===== config.mk =====
export PLATFORM = sky130hd
export DESIGN_NAME = pgbr_ctrl
export DESIGN_NICKNAME = d
export VERILOG_FILES = /design/src/rtl/polar_grid_bilinear_resampler_core_macros.svh /design/src/rtl/pgbr_pkg.sv /design/src/rtl/pgbr_ctrl.sv
export SDC_FILE = /design/constraint.sdc
export NUM_CORES = 1
export LEC_CHECK = 0
export BUFFER_PORTS_ARGS = -buffer_cell sky130_fd_sc_hd__buf_2
export CORE_MARGIN = 2
export CORE_UTILIZATION = 49
export CTS_BUF_LIST = sky130_fd_sc_hd__clkbuf_8
export DETAILED_ROUTE_END_ITERATION = 16
export HOLD_SLACK_MARGIN = 0.1
export MAX_ROUTING_LAYER = met4
export PLACE_DENSITY = 0.86
export SYNTH_ARGS = -nofsm -noshare
export SYNTH_HDL_FRONTEND = slang
export SYNTH_SLANG_ARGS = --single-unit

===== constraint.sdc =====
create_clock -name clk_i -period 3.7 [get_ports clk_i]
set_input_delay 0.185 -clock clk_i [delete_from_list [all_inputs] [get_ports clk_i]]
set_output_delay 0.185 -clock clk_i [all_outputs]
set_load 0.01 [all_outputs]

===== src/rtl/polar_grid_bilinear_resampler_core_macros.svh =====
// assertion macros for the polar grid resampler
`ifndef POLAR_GRID_BILINEAR_RESAMPLER_CORE_MACROS_SVH
`define POLAR_GRID_BILINEAR_RESAMPLER_CORE_MACROS_SVH

`ifndef SYNTH
// property that must hold at every clock edge out of reset
`define PGBR_ASSERT(lbl, clk, rst_n, prop) \
  lbl: assert property (@(posedge clk) disable iff (!rst_n) prop) \
    else $error("pgbr assertion failed");
// condition that must never be true out of reset
`define PGBR_NEVER(lbl, clk, rst_n, cond) \
  lbl: assert property (@(posedge clk) disable iff (!rst_n) !(cond)) \
    else $error("pgbr forbidden condition seen");
`else
`define PGBR_ASSERT(lbl, clk, rst_n, prop)
`define PGBR_NEVER(lbl, clk, rst_n, cond)
`endif

`endif


===== src/rtl/pgbr_pkg.sv =====
package pgbr_pkg;

  localparam int unsigned MAX_RINGS_DEF   = 256;
  localparam int unsigned MAX_SECTORS_DEF = 512;
  localparam int unsigned NUM_W_DEF =
    $clog2(2 * MAX_SECTORS_DEF * MAX_SECTORS_DEF + 1024 * MAX_SECTORS_DEF) + 1;
  localparam int unsigned DIV_W_DEF = (NUM_W_DEF > 17) ? NUM_W_DEF : 17;

  localparam int unsigned IN_DATA_W  = 96;
  localparam int unsigned OUT_DATA_W = 56;
  localparam int unsigned CFG_IDX_W  = 2;
  localparam int unsigned CFG_DATA_W = 10;

  // item kinds carried in tuser
  localparam logic [1:0] OP_LOAD_RADIUS = 2'd0;
  localparam logic [1:0] OP_LOAD_SAMPLE = 2'd1;
  localparam logic [1:0] OP_QUERY       = 2'd2;

  // configuration register indexes
  localparam logic [CFG_IDX_W-1:0] CFG_OLD_RINGS   = 2'd0;
  localparam logic [CFG_IDX_W-1:0] CFG_OLD_SECTORS = 2'd1;
  localparam logic [CFG_IDX_W-1:0] CFG_NEW_SECTORS = 2'd2;
  localparam logic [CFG_IDX_W-1:0] CFG_STAGGER     = 2'd3;

  localparam logic [16:0] Q_ONE = 17'h10000;

  typedef enum logic [1:0] {RD_FIRST, RD_LAST, RD_NEXT} rd_sel_e;
  typedef enum logic [1:0] {SRD_P00, SRD_P01, SRD_P10, SRD_P11} srd_sel_e;
  typedef enum logic [1:0] {DIV_FI, DIV_QUO, DIV_MOD, DIV_FJ} div_sel_e;
  typedef enum logic [1:0] {MAC_NONE, MAC_LOAD, MAC_ADD} mac_op_e;
  typedef enum logic [1:0] {SRC_SDATA, SRC_A0, SRC_A1} mac_src_e;
  typedef enum logic [1:0] {W_FJ_INV, W_FJ, W_FI_INV, W_FI} mac_w_e;

  typedef struct packed {
    logic     take;
    logic     start;
    rd_sel_e  rd_sel;
    logic     latch_t0;
    logic     latch_tl;
    logic     srch_chk;
    logic     frac_set;
    logic     div_go;
    logic     div_take;
    div_sel_e div_sel;
    logic     num_calc;
    logic     addr_calc;
    srd_sel_e srd_sel;
    mac_op_e  mac_op;
    mac_src_e mac_src;
    mac_w_e   mac_w;
    logic     latch_a0;
    logic     latch_a1;
    logic     out_load;
  } dp_cmd_t;

  typedef struct packed {
    logic div_busy;
    logic srch_more;
    logic fi_div;
    logic out_free;
  } dp_stat_t;

endpackage


===== src/rtl/pgbr_ctrl.sv =====
module pgbr_ctrl import pgbr_pkg::*; (
  input  logic       clk_i,
  input  logic       rst_ni,
  input  logic       in_valid_i,
  input  logic [1:0] in_op_i,
  input  dp_stat_t   stat_i,
  output dp_cmd_t    cmd_o
);

  typedef enum logic [4:0] {
    S_IDLE, S_T0, S_TL, S_CLAMP, S_SRD, S_SCHK, S_FRAC, S_FI_W, S_NUM,
    S_QUO_GO, S_QUO_W, S_MOD_GO, S_MOD_W, S_FJ_GO, S_FJ_W, S_ADDR,
    S_RD00, S_RD01, S_RD10, S_RD11, S_B1, S_B2, S_B3, S_DONE
  } state_e;

  state_e state_q, state_d;

  always_comb begin
    cmd_o   = '0;
    state_d = state_q;
    case (state_q)
      S_IDLE: begin
        cmd_o.take = 1'b1;
        if (in_valid_i && in_op_i == OP_QUERY) begin
          cmd_o.start = 1'b1;
          state_d     = S_T0;
        end
      end
      S_T0: begin
        cmd_o.rd_sel = RD_FIRST;
        state_d      = S_TL;
      end
      S_TL: begin
        cmd_o.rd_sel   = RD_LAST;
        cmd_o.latch_t0 = 1'b1;
        state_d        = S_CLAMP;
      end
      S_CLAMP: begin
        cmd_o.latch_tl = 1'b1;
        state_d        = S_SRD;
      end
      S_SRD: begin
        cmd_o.rd_sel = RD_NEXT;
        state_d      = S_SCHK;
      end
      S_SCHK: begin
        cmd_o.srch_chk = 1'b1;
        state_d        = stat_i.srch_more ? S_SRD : S_FRAC;
      end
      S_FRAC: begin
        if (stat_i.fi_div) begin
          cmd_o.div_go  = 1'b1;
          cmd_o.div_sel = DIV_FI;
          state_d       = S_FI_W;
        end else begin
          cmd_o.frac_set = 1'b1;
          state_d        = S_NUM;
        end
      end
      S_FI_W: begin
        cmd_o.div_sel = DIV_FI;
        if (!stat_i.div_busy) begin
          cmd_o.div_take = 1'b1;
          state_d        = S_NUM;
        end
      end
      S_NUM: begin
        cmd_o.num_calc = 1'b1;
        state_d        = S_QUO_GO;
      end
      S_QUO_GO: begin
        cmd_o.div_go  = 1'b1;
        cmd_o.div_sel = DIV_QUO;
        state_d       = S_QUO_W;
      end
      S_QUO_W: begin
        cmd_o.div_sel = DIV_QUO;
        if (!stat_i.div_busy) begin
          cmd_o.div_take = 1'b1;
          state_d        = S_MOD_GO;
        end
      end
      S_MOD_GO: begin
        cmd_o.div_go  = 1'b1;
        cmd_o.div_sel = DIV_MOD;
        state_d       = S_MOD_W;
      end
      S_MOD_W: begin
        cmd_o.div_sel = DIV_MOD;
        if (!stat_i.div_busy) begin
          cmd_o.div_take = 1'b1;
          state_d        = S_FJ_GO;
        end
      end
      S_FJ_GO: begin
        cmd_o.div_go  = 1'b1;
        cmd_o.div_sel = DIV_FJ;
        state_d       = S_FJ_W;
      end
      S_FJ_W: begin
        cmd_o.div_sel = DIV_FJ;
        if (!stat_i.div_busy) begin
          cmd_o.div_take = 1'b1;
          state_d        = S_ADDR;
        end
      end
      S_ADDR: begin
        cmd_o.addr_calc = 1'b1;
        state_d         = S_RD00;
      end
      S_RD00: begin
        cmd_o.srd_sel = SRD_P00;
        state_d       = S_RD01;
      end
      S_RD01: begin
        cmd_o.srd_sel = SRD_P01;
        cmd_o.mac_op  = MAC_LOAD;
        cmd_o.mac_src = SRC_SDATA;
        cmd_o.mac_w   = W_FJ_INV;
        state_d       = S_RD10;
      end
      S_RD10: begin
        cmd_o.srd_sel = SRD_P10;
        cmd_o.mac_op  = MAC_ADD;
        cmd_o.mac_src = SRC_SDATA;
        cmd_o.mac_w   = W_FJ;
        state_d       = S_RD11;
      end
      S_RD11: begin
        cmd_o.srd_sel  = SRD_P11;
        cmd_o.latch_a0 = 1'b1;
        cmd_o.mac_op   = MAC_LOAD;
        cmd_o.mac_src  = SRC_SDATA;
        cmd_o.mac_w    = W_FJ_INV;
        state_d        = S_B1;
      end
      S_B1: begin
        cmd_o.mac_op  = MAC_ADD;
        cmd_o.mac_src = SRC_SDATA;
        cmd_o.mac_w   = W_FJ;
        state_d       = S_B2;
      end
      S_B2: begin
        cmd_o.latch_a1 = 1'b1;
        cmd_o.mac_op   = MAC_LOAD;
        cmd_o.mac_src  = SRC_A0;
        cmd_o.mac_w    = W_FI_INV;
        state_d        = S_B3;
      end
      S_B3: begin
        cmd_o.mac_op  = MAC_ADD;
        cmd_o.mac_src = SRC_A1;
        cmd_o.mac_w   = W_FI;
        state_d       = S_DONE;
      end
      S_DONE: begin
        if (stat_i.out_free) begin
          cmd_o.out_load = 1'b1;
          state_d        = S_IDLE;
        end
      end
      default: state_d = S_IDLE;
    endcase
  end

  always_ff @(posedge clk_i or negedge rst_ni) begin
    if (!rst_ni) begin
      state_q <= S_IDLE;
    end else begin
      state_q <= state_d;
    end
  end

endmodule


==> results.cfg <==
[placement]
gp_congestion = 0.806
place.detailed.hpwl_mm = 1.17
dp.cells = 124
numPortBuffers = 33

[clocking]
clock-sinks = 5
numCtsBuffers = 3
ctsResizeCount = 0
cts-htree-levels = 1
cts.clk_slew.worst_paths_ps = 40
cts_tree = done
cts_setup_buffers = 0
ctsLongestPathBuffers = 2
clockRootBuffer = clkbuf_8
clock_latency_ps = 220

[final_layout]
finalNetCount = 125
top_regs = state_q (5)
layout_common_cells = 33 x buf_2, 12 x nor2_1, 6 x nor3_1
drive_gt1_share_pct = 34.8
antennaDiodeCount = 0
fill_cells = 101
stdcell_count = 129
largest_register = state_q
final_common_cell = buf_2
syn_to_final_growth_pct = 29.1
largest_reg_flops = 5

[global_route]
grt-ovfl-total = 0
grt_pass1_vias = 530
grt_pass1_wl_mm = 2.44
track_usage_pct = 22.8
antenna_found_initial = 0
grt_max_degree = 24

[yosys]
synth_cell_types = 36
synth.avg_cell_area_sq_um = 7.31
yosys_warnings = 0
syn_area_sq_um = 636
syn-num-nets = 96
synth_cells = 87
seq_area_frac_synth_pct = 19.7
synth-seq-cells = 5

[critical_path]
arrival_ps = 1690
timing.rr.start = state_q[3]
startpoint = state_q[3]
worstSetupStartpointType = flop
critPathMaxFanout = 23
slowest_delay_ps = 770
critPathRequiredTime_ps = 3510
critPathKind = reg -> out
critPathCaptureType = primary output
crit_chain = nand3b_1, a311oi_1, buf_2
crit_path_top_delay_cell = dfrtp_1

[detailed_routing]
drtPass1Iterations = 4
viasPerCell = 5.81
post_drt_wl_per_cell_um = 12.5
routed_wirelength_mm = 1.62
vias = 750
drtAntennaViolNets = 0
drc = 0
drtIter0Drc = 13

[timing]
clock.fmax_ghz = 0.533
setup_tns_ps = 0
hold_viol = 0
relSlewSlack_pct = 54.6
report.final.slew_viol_count = 0
worst_pin_slew_ps = 681
period_needed_ps = 1880
timing.final.crit_share_pct = 50.7
rsz0062_at_grt = false
clock_skew_ps = 3.58
finalSetupViolations = 0
final.hold.worst_slack_ps = 310

[worst_hold_path]
worstHoldPathType = in -> async

[power]
ir_worst_vdd_mv = 0.739
leakagePower_nw = 0.428
p_comb_share_pct = 56.7
power.density_nw_per_um2 = 868
seqPwrFrac_pct = 29.7
switching_share_pct = 51.6
power_frac_clock_pct = 13.6
switching_power_w = 0.000368
power.internal_w = 0.000345

[floorplanning]
dieArea_sq_um = 1600
die_x_um = 40.0
initial_utilization_pct = 55.0
core_sq_um = 1160
die_y_um = 40.0
row_count = 12
ioPinCount = 34

[job]
maxCapViolations = 0

[run_status]
status = finished clean
==> routing by layer <==
layer	wire [um]	up-vias	track usage (%)	part of all wire, %
met4	0	0	2.59	0
met5	0	-	-	0
met1	714	341	30.2	44
li1	-	378	-	-
met2	799	31	36.3	49
met3	102	0	5.00	6.3
==> worst max-delay path, delay by kind of cell, from the launching register on <==
kind,cells,cell delay [ps]
AOI/OAI and AO/OA,1,300
buffers and inverters,1,170
DFF,1,770
and+or+nand+nor,1,230
==> area by class of cell <==
class / instances / area (sq um) / area share (%)
Timing Repair Buffer: 34 / 175 / 21.3
Inverter: 4 / 15.0 / 1.83
Clock inverter: 1 / 3.75 / 0.457
Multi-Input combinational cell: 68 / 443 / 54.0
Clock buffer: 3 / 41.3 / 5.03
Sequential cell: 5 / 125 / 15.2
Tap cell: 14 / 17.5 / 2.13
==> worst paths after layout <==
check	end	slack [ps]	depth (start not counted)
max in group asynchronous	state_q[0]	3260	2
worst max-delay path	cmd_o[15]	1820	3
min in group clk_i	state_q[1]	380	3
worst max register to register	state_q[2]	1850	4
worst min-delay path	state_q[3]	310	2
worst min register to register	state_q[1]	790	2
==> through the flow <==
step	total power [W]	instance area, sq um	setup slack, ps	util [%]
floorplan	0.000519	636	1930	-
global placement	0.000602	766	1930	66.2
detailed placement	0.000612	766	1890	66.2
CTS	0.000711	821	1830	71.0
global route	0.000773	821	1680	71.0
finish	0.000713	821	1820	71.0
==> power by group through the flow <==
stage / combinational [W] / sequential [W] / clock [W]
floorplan: 0.000418 / 0.000101 / 0
global placement: 0.000397 / 0.000206 / 0
detailed placement: 0.000403 / 0.000208 / 0
CTS: 0.000406 / 0.000207 / 0.0000982
global route: 0.000446 / 0.000225 / 0.000102
finish: 0.000404 / 0.000211 / 0.0000969
==> cell usage after synthesis <==
master     count  share of area (%)
a2111oi_0      1                1.4
a21oi_1        5                3.9
a22o_1         1                1.4
a22oi_1        1                1.2
a2bb2oi_1      2                2.8
a311oi_1       1                1.4
a311oi_2       1                2.4
a32oi_1        1                1.4
a41o_1         1                1.6
and3_1         1               0.98
buf_2          6                4.7
buf_4          2                2.4
clkbuf_1       2                1.2
clkinv_1       1               0.59
dfrtp_1        5                 20
inv_1          3                1.8
mux2i_1        2                3.1
nand2_1        4                2.4
nand2b_1       4                3.9
nand3_1        3                2.4
nand3b_1       4                4.7
nand4b_1       1                1.4
nor2_1        12                7.1
nor3_1         6                4.7
nor3_2         1                1.6
nor3b_1        1                1.2
nor4_1         4                3.9
nor4b_1        1                1.4
nor4b_4        1                3.7
o21ai_0        2                1.6
o21ai_1        1               0.79
o22ai_1        2                2.0
o31ai_1        1                1.2
or2b_1         1                1.2
or3_4          1                1.8
xnor2_1        1                1.4
==> timing repair <==
action | 4_1_cts | 5_1_grt
hold buffers | 1 | 0
endpoints found under the hold margin | 5 | 0
setup endpoints to repair | 0 | 0
==> logic make-up after synthesis <==
logic type / synth area share (%)
xor+xnor: 1.38
flops: 19.7
simple gates: 42.3
buf+inv: 10.6
mux: 3.15
compound gates: 22.8
Note: power is estimated with default switching activity, not from simulation.
